**config.mk**
```make
export PLATFORM = sky130hd
export DESIGN_NAME = sfbp_ram
export DESIGN_NICKNAME = d
export VERILOG_FILES = /design/src/hdl/sfbp_ram.sv
export SDC_FILE = /design/constraint.sdc
export NUM_CORES = 1
export LEC_CHECK = 0
export BUFFER_PORTS_ARGS = -buffer_cell sky130_fd_sc_hd__buf_4
export CORE_MARGIN = 4
export CORE_UTILIZATION = 46
export DETAILED_ROUTE_END_ITERATION = 12
export PLACE_DENSITY = 0.64
export SYNTH_ARGS = -nofsm -noshare
export SYNTH_HDL_FRONTEND = slang
export SYNTH_SLANG_ARGS = --single-unit
```
**constraint.sdc**
```tcl
create_clock -name clock -period 3.4 [get_ports clock]
set_input_delay 0.68 -clock clock [delete_from_list [all_inputs] [get_ports clock]]
set_output_delay 0.68 -clock clock [all_outputs]
set_load 0.01 [all_outputs]
```
**src/hdl/sfbp_ram.sv**
```systemverilog
module sfbp_ram #(
   parameter int WIDTH = 16,
   parameter int DEPTH = 64,
   localparam int AW = (DEPTH > 1) ? $clog2(DEPTH) : 1
) (
   input  logic             clock,
   input  logic             wr_en,
   input  logic [AW-1:0]    wr_addr,
   input  logic [WIDTH-1:0] wr_data,
   input  logic             rd_en,
   input  logic [AW-1:0]    rd_addr,
   output logic [WIDTH-1:0] rd_data
);

   logic [WIDTH-1:0] mem [DEPTH];
   logic [WIDTH-1:0] rd_data_ff;

   // Single write port.
   always_ff @(posedge clock) begin
      if (wr_en) begin
         mem[wr_addr] <= wr_data;
      end
   end

   // Registered read port; data holds until the next read.
   always_ff @(posedge clock) begin
      if (rd_en) begin
         rd_data_ff <= mem[rd_addr];
      end
   end

   assign rd_data = rd_data_ff;

endmodule

```
==> flow_summary.json <==
{
  "tns_ps": 0,
  "grt_pass1_vias": 19733,
  "switching_share": 0.210,
  "pwr-share-seq": 0.537,
  "ys_seq_area_frac": 0.777,
  "grt_max_degree": 65,
  "design_area_sq_mm": 0.0459,
  "grt.total_usage": 0.209,
  "core_sq_mm": 0.0868,
  "netlist-cell-type-count": 42,
  "power.internal_mw": 21.0,
  "syn_avg_cell_area_sq_um": 22.0,
  "whs_ps": 447,
  "min_path_cells": 1,
  "fillers": 6661,
  "layout.nets": 2061,
  "ctsResizeCount": 0,
  "synth_top_area_frac": 0.777,
  "required_ps": 3820,
  "status": "completed",
  "finalHoldViolations": 0,
  "die_area_sq_mm": 0.0922,
  "root_buffer": "clkbuf_16",
  "p_comb_frac": 0.052,
  "fin_skew_ps": 25.0,
  "path_max_fanout": 32,
  "final_cell_mix": "1,040 x edfxtp_1, 220 x mux4_2, 180 x buf_4",
  "hpwlAfterDp_microns": 57500,
  "synth_area_sq_mm": 0.0402,
  "wirelength_microns": 96300,
  "drive_gt1_frac": 0.281,
  "post_cts_buffers": 0,
  "io_buffers": 46,
  "critPathLaunchType": "primary input",
  "die_h_microns": 304,
  "critPathArrivalTime_ps": 3150,
  "drc": 0,
  "grt-ovfl-total": 0,
  "synth_ff_type": "edfxtp_1",
  "power_density_mw_per_mm2": 579,
  "synth_edf_count": 1040,
  "first_iter_violations": 2454,
  "switching_power_mw": 5.57,
  "reg2reg_depth": 6,
  "min_period_ps": 2730,
  "leakagePower_nw": 14.6,
  "gp_congestion": 0.815,
  "wl_per_cell_microns": 29.5,
  "finalCritPeriodShare": 0.804,
  "crit_type": "in2reg",
  "grt_antenna_before_repair": 5,
  "hold_buffers": 0,
  "end_kind": "register",
  "htree_levels": 3,
  "cts.sinks": 1040,
  "drt-pass1-iter-count": 5,
  "drv_cap": 0,
  "final_common_cell": "edfxtp_1",
  "ios": 47,
  "synth_seq_cells": 1040,
  "die_x_microns": 304,
  "synthTopCellsByArea": "edfxtp_1 78%, mux4_2 12%, mux2i_1 2.1%",
  "postSynthCellCount": 1829,
  "tightest_slew_ps": 938,
  "grt_setup_unrepaired": "no",
  "setup_viol": 0,
  "area_growth_syn_to_layout_pct": 14.1,
  "relSlewSlack": 0.375,
  "irDropWorstVdd_mv": 0.374,
  "report.final.slew_viol_count": 0,
  "synthArstFlopShare": 0,
  "power.total_mw": 26.6,
  "hp-class": "in2reg",
  "vias": 19383,
  "grt_pass1_wl_microns": 141000,
  "cts_tree": "yes",
  "yosysTopAreaCell": "edfxtp_1",
  "yosys_warnings": 0,
  "routed_via_density": 5.93,
  "clk_pin_slew_ps": 60,
  "clock_latency_ps": 670,
  "max_freq_mhz": 366,
  "cts_made_buffers": 104,
  "clockBufferDepth": 3,
  "place_area_sq_mm": 0.0426,
  "start_util": 0.463,
  "clkPwrFrac": 0.411,
  "std_cell_rows": 108,
  "syn_nets": 1860,
  "ant_nets": 0
}
final timing paths:
check | startpoint | endpoint | slack (ps)
worst max register to register | mem[11][11] | rd_data[11] | 970
worst min-delay path | rd_en | rd_data[7] | 450
worst min register to register | mem[56][2] | rd_data[2] | 980
worst max-delay path | rd_addr[0] | rd_data[12] | 670
critical path, cell delays in order:
cell     delay (ps)
buf_8           300
buf_12          270
buf_12          270
buf_4           280
mux2i_1         200
a22oi_1          80
a41oi_1         310
o21ai_0         310
and4_1          320
kinds of logic after synthesis:
logic type             count (synthesis)  share of synthesized area
and+or+nand+nor                      220                     0.0264
DFF                                 1040                      0.777
buffers and inverters                104                     0.0182
muxes                                336                      0.155
AOI/OAI and AO/OA                    129                     0.0240
routing by layer:
layer,part of all wire,vias up,GRT usage
li1,-,8103,-
met1,0.41,10262,0.303
met2,0.47,860,0.324
met3,0.086,154,0.0449
met4,0.028,4,0.0583
met5,0.00027,-,0
final cells by class:
type                       count  area (sq um)  share of cell area
sequential                  1040         31200               0.681
multi-input combinational    685          8250               0.180
clock buffer                 130          2740              0.0598
timing repair buffer         199          1710              0.0373
tap                         1155          1450              0.0315
clock inverter                57           489              0.0107
antenna                        1          2.50           0.0000546
per-stage QoR:
step,std cells,util,setup WS [ps]
floorplan,1829,-,685
global placement,3079,0.491,2.24
detailed placement,3079,0.491,-60.8
CTS,3266,0.529,654
global route,3266,0.529,548
finish,3267,0.529,666
power groups by stage:
stage	Combinational, mW	Clock (mW)	Sequential, mW
floorplan	0.735	0	14.5
global placement	1.38	0	14.5
detailed placement	1.40	0	14.5
CTS	1.41	11.1	14.3
global route	1.48	11.7	14.3
finish	1.39	10.9	14.3
synth_stat cells (3+ instances only):
cell type and count:
a211o_1 8, a211oi_1 8, a21oi_1 17, a221o_1 6
a221oi_1 16, a22o_1 6, a22oi_1 39, a311oi_1 8
a31oi_1 8, a41oi_1 5, and4_1 5, buf_1 3
buf_12 5, buf_2 36, buf_4 13, buf_6 17
buf_8 3, clkbuf_1 24, edfxtp_1 1040, mux2_2 27
mux2i_1 85, mux4_1 4, mux4_2 220, nand2_1 59
nand2b_1 3, nand3_1 24, nand4_1 12, nor2_1 72
nor2b_1 30, nor4_2 3, o21ai_0 5, o21ai_1 3
state kept, by name, summed over array words and instances (netlist names):
name,cells
mem,1024
rd_data,16
No activity file was read; power rests on OpenSTA's default activity.
