`src/hdl/sfbp_pkg.sv`:
```
package sfbp_pkg;

   // Pool geometry.
   localparam int NUM_LISTS   = 64;
   localparam int LIST_DEPTH  = 64;
   localparam int OFFSET_BITS = 16;

   // Derived widths.
   localparam int CLASS_W     = (NUM_LISTS > 1) ? $clog2(NUM_LISTS) : 1;
   localparam int PTR_W       = $clog2(LIST_DEPTH);
   localparam int CNT_W       = $clog2(LIST_DEPTH + 1);
   localparam int STORE_DEPTH = NUM_LISTS * LIST_DEPTH;
   localparam int STORE_AW    = $clog2(STORE_DEPTH);

   // Operation codes.
   localparam logic [1:0] OP_INSERT = 2'd0;
   localparam logic [1:0] OP_TAKE   = 2'd1;
   localparam logic [1:0] OP_CLEAR  = 2'd2;

   // Status codes.
   localparam logic [1:0] STATUS_OK    = 2'd0;
   localparam logic [1:0] STATUS_FULL  = 2'd1;
   localparam logic [1:0] STATUS_NOFIT = 2'd2;

   typedef struct packed {
      logic [1:0]  opcode;
      logic [6:0]  size_class;
      logic [15:0] free_offset;
      logic [15:0] chunk_tag;
      logic [15:0] zone_id;
   } req_type;

   typedef struct packed {
      logic [1:0]  status;
      logic [15:0] granted_offset;
      logic [6:0]  granted_size;
      logic [15:0] granted_chunk;
      logic [15:0] granted_zone;
      logic        pool_empty;
   } rsp_type;

   // One entry of the per-class pointer memory.
   typedef struct packed {
      logic [PTR_W-1:0] head;
      logic [PTR_W-1:0] tail;
      logic [CNT_W-1:0] count;
   } ptr_type;

   // Class selection handed from the bitmap logic to the control.
   typedef struct packed {
      logic               found;
      logic [CLASS_W-1:0] cls;
   } pick_type;

   // Ring pointer advance with wrap.
   function automatic logic [PTR_W-1:0] ptr_next(input logic [PTR_W-1:0] p);
      logic [PTR_W-1:0] r;
      if (p == PTR_W'(LIST_DEPTH - 1)) begin
         r = '0;
      end else begin
         r = p + PTR_W'(1);
      end
      return r;
   endfunction

endpackage

```
`src/hdl/sfbp_class_pick.sv`:
```
module sfbp_class_pick
   import sfbp_pkg::*;
(
   input  logic [1:0]           opcode,
   input  logic [6:0]           size_class,
   input  logic [NUM_LISTS-1:0] nonempty_map,
   output pick_type             pick
);

   logic [6:0]           need;
   logic [NUM_LISTS-1:0] fit_map;
   logic                 fit_any;
   logic [CLASS_W-1:0]   fit_cls;

   // A take request for class zero counts as a request for class one.
   assign need = (size_class == 7'd0) ? 7'd1 : size_class;

   // Mask out the classes below the request.
   always_comb begin
      for (int i = 0; i < NUM_LISTS; i++) begin
         fit_map[i] = nonempty_map[i] && ((8'(i) + 8'd1) >= {1'b0, need});
      end
   end

   // Lowest set bit is the smallest fitting class.
   always_comb begin
      fit_cls = '0;
      for (int i = NUM_LISTS - 1; i >= 0; i--) begin
         if (fit_map[i]) begin
            fit_cls = CLASS_W'(i);
         end
      end
   end

   assign fit_any = |fit_map;

   // Insert uses its own class when it is in range; take uses the best fit.
   always_comb begin
      if (opcode == OP_TAKE) begin
         pick.found = fit_any;
         pick.cls   = fit_cls;
      end else begin
         pick.found = (size_class != 7'd0) && ({1'b0, size_class} <= 8'(NUM_LISTS));
         pick.cls   = CLASS_W'(size_class - 7'd1);
      end
   end

endmodule

```
`config.mk`:
```
export PLATFORM = sky130hd
export DESIGN_NAME = sfbp_class_pick
export DESIGN_NICKNAME = d
export VERILOG_FILES = /design/src/hdl/sfbp_pkg.sv /design/src/hdl/sfbp_class_pick.sv
export SDC_FILE = /design/constraint.sdc
export NUM_CORES = 1
export LEC_CHECK = 0
export ABC_CLOCK_PERIOD_IN_PS = 4360
export BUFFER_PORTS_ARGS = -buffer_cell sky130_fd_sc_hd__buf_4
export CORE_ASPECT_RATIO = 0.9
export CORE_MARGIN = 2
export CORE_UTILIZATION = 40
export DETAILED_ROUTE_END_ITERATION = 16
export PLACE_DENSITY = 0.73
export SETUP_SLACK_MARGIN = 0.02
export SLEW_MARGIN = 25
export SYNTH_ARGS = -nofsm -noshare
export SYNTH_HDL_FRONTEND = slang
export SYNTH_SLANG_ARGS = --single-unit
```
`constraint.sdc`:
```
create_clock -name vclk -period 4.36
set_input_delay 0.872 -clock vclk [all_inputs]
set_output_delay 0.872 -clock vclk [all_outputs]
set_load 0.02 [all_outputs]
```
==> flow_metrics.tcl <==
set metrics [dict create \
    grt_start_max_net_pins 35 \
    seqCellArea_sq_um 0 \
    period_share 0.965 \
    endpoint_kind "output port" \
    pre_cts_ws_ps 184 \
    syn_inst 385 \
    die_y_um 77.1 \
    cap_violations 0 \
    pin_count 80 \
    synth.distinct_cells 75 \
    tightest_slew_ps 798 \
    power_mw 0.363 \
    synth_top_area_share 0.0886 \
    wl_per_cell_um 20.2 \
    maxSlewHeadroom 0.463 \
    worstPathRequired_ps 3490 \
    drt_wl_total_um 10700 \
    hp-class "input port to output port" \
    rsz0062_at_grt "no" \
    dpl.hpwl_um 8330 \
    synth.net_count 460 \
    num-fill-cells 566 \
    start_util 0.417 \
    ys_seq_area_frac 0 \
    finalWeightedCongestion 0.983 \
    ys_warn_count 0 \
    drtPass1Iterations 5 \
    yosysMostFrequentCell "o21ai_0" \
    synthTopCellsByCount "o21ai_0 (42), a21oi_1 (35), nand2_1 (34), nor2_1 (29), nand3_1 (16)" \
    crit_arrival_ps 3340 \
    drv_slew 0 \
    antenna_found_initial 0 \
    powerDensity_nw_per_um2 118 \
    seq_cells 0 \
    grt_pass1_vias 3401 \
    area_growth_pct 30.1 \
    avgViaCountPerCell 6.88 \
    crit_path_start_kind "input port" \
    drt_iter0_markers 485 \
    yosysTopAreaCell "o21ai_0" \
    postSynthAreaPerCell_sq_um 6.16 \
    p_leak_nw 1.25 \
    cp_max_fo 11 \
    n_clock_buffer 0 \
    die_width_um 85.2 \
    syn-cell-area_sq_um 2370 \
    final_nets 536 \
    max_freq_mhz 238 \
    synth.area.top_cells "o21ai_0 (8.9%), a21oi_1 (7.4%), nand2_1 (5.4%)" \
    grt_overflow_total 0 \
    ant_nets 0 \
    die-area_sq_um 6560 \
    antennaDiodeCount 0 \
    hold_buffers 0 \
    grt_pass1_wl_um 16900 \
    hold_depth 6 \
    grt_usage 0.314 \
    fin_setup_tns_ps 0 \
    vias 3642 \
    peakVddDrop_mv 0.0657 \
    outcome "complete, no violations" \
    core_area_sq_um 5690 \
    rows 26 \
    setup_viol 0 \
    fin_crit_ps 4210 \
    finalWorstSetupSlack_ps 152 \
    holdPathEnd "pick[1]" \
    hold_violations 0 \
    min-delay-start "nonempty_map[50]" \
    route.detailed.drc 0 \
    portBuffers 80 \
    drive_gt1_frac 0.275 \
    worstSetupPathType "input port to output port" \
]
-- kinds of logic after synthesis --
logic type,share of synthesized area
XOR/XNOR,0.00739
AND/OR/NAND/NOR,0.363
buffers and inverters,0.0839
adder cells (fa/ha/maj),0.0105
AO/OA/AOI/OAI,0.535
-- where the power goes --
group / internal, mW / leakage, nW / total [mW] / switching [mW]
Sequential: 0 / 0 / 0 / 0
Clock: 0 / 0 / 0 / 0
Combinational: 0.158 / 1.25 / 0.363 / 0.205
-- how the worst max path moves through the flow --
stage | from | endpoint | slack, ps | cells after the start
floorplan | size_class[1] | pick[4] | 110 | 12
global route | size_class[0] | pick[4] | 50 | 11
CTS | size_class[0] | pick[4] | 180 | 10
finish | size_class[0] | pick[4] | 150 | 10
detailed placement | size_class[0] | pick[4] | 180 | 10
global placement | size_class[0] | pick[4] | 220 | 10
-- placed cells by master, fill, tap and decap left out, drive strengths merged, types with 6 or more instances in the layout --
| cell type | n |
|---|---|
| buf | 103 |
| o32ai | 7 |
| a2bb2oi | 6 |
| inv | 12 |
| nor2 | 29 |
| nand3 | 17 |
| nor2b | 10 |
| and2 | 6 |
| nor3 | 10 |
| nor3b | 6 |
| a21oi | 35 |
| o211ai | 11 |
| nand2 | 34 |
| o22ai | 8 |
| a31oi | 8 |
| nand2b | 7 |
| o21ai | 45 |
| o21a | 6 |
-- metal layers --
metal	vias to the layer above	wire, um	global-route usage
li1	1669	-	-
met1	1617	4180	0.412
met2	295	4470	0.480
met3	61	1360	0.0721
met4	0	654	0.146
met5	-	0	0
-- layout make-up --
type                            count  area [sq um]  area share
Tap cell                           70          87.6      0.0284
Multi-Input combinational cell    344          2180       0.706
Timing Repair Buffer              103           773       0.251
Inverter                           12          45.0      0.0146
-- through the flow --
stage	std cells	area [sq um]	utilization	hold slack [ps]
5_1_grt	529	3090	0.542	2400
4_1_cts	529	3080	0.541	2360
2_1_floorplan	385	2370	-	2120
6_report	529	3090	0.542	2390
3_5_place_dp	529	3080	0.541	2360
3_3_place_gp	529	3080	0.541	2370
-- critical path, stage by stage --
cell and delay (ps):
buf_4 140, inv_1 70, ha_1 250, nand3b_2 230, a32o_1 260, or2_1 270, nor4_2 350, or3b_1 420
a311o_1 320, buf_4 160
-- timing repair --
action / CTS / global route
buffers inserted: 0 / 0
resized for setup: 0 / 3
hold endpoints to repair: 0 / 0
setup endpoints to repair: 0 / 2
Power figures use the tool's default switching activity.
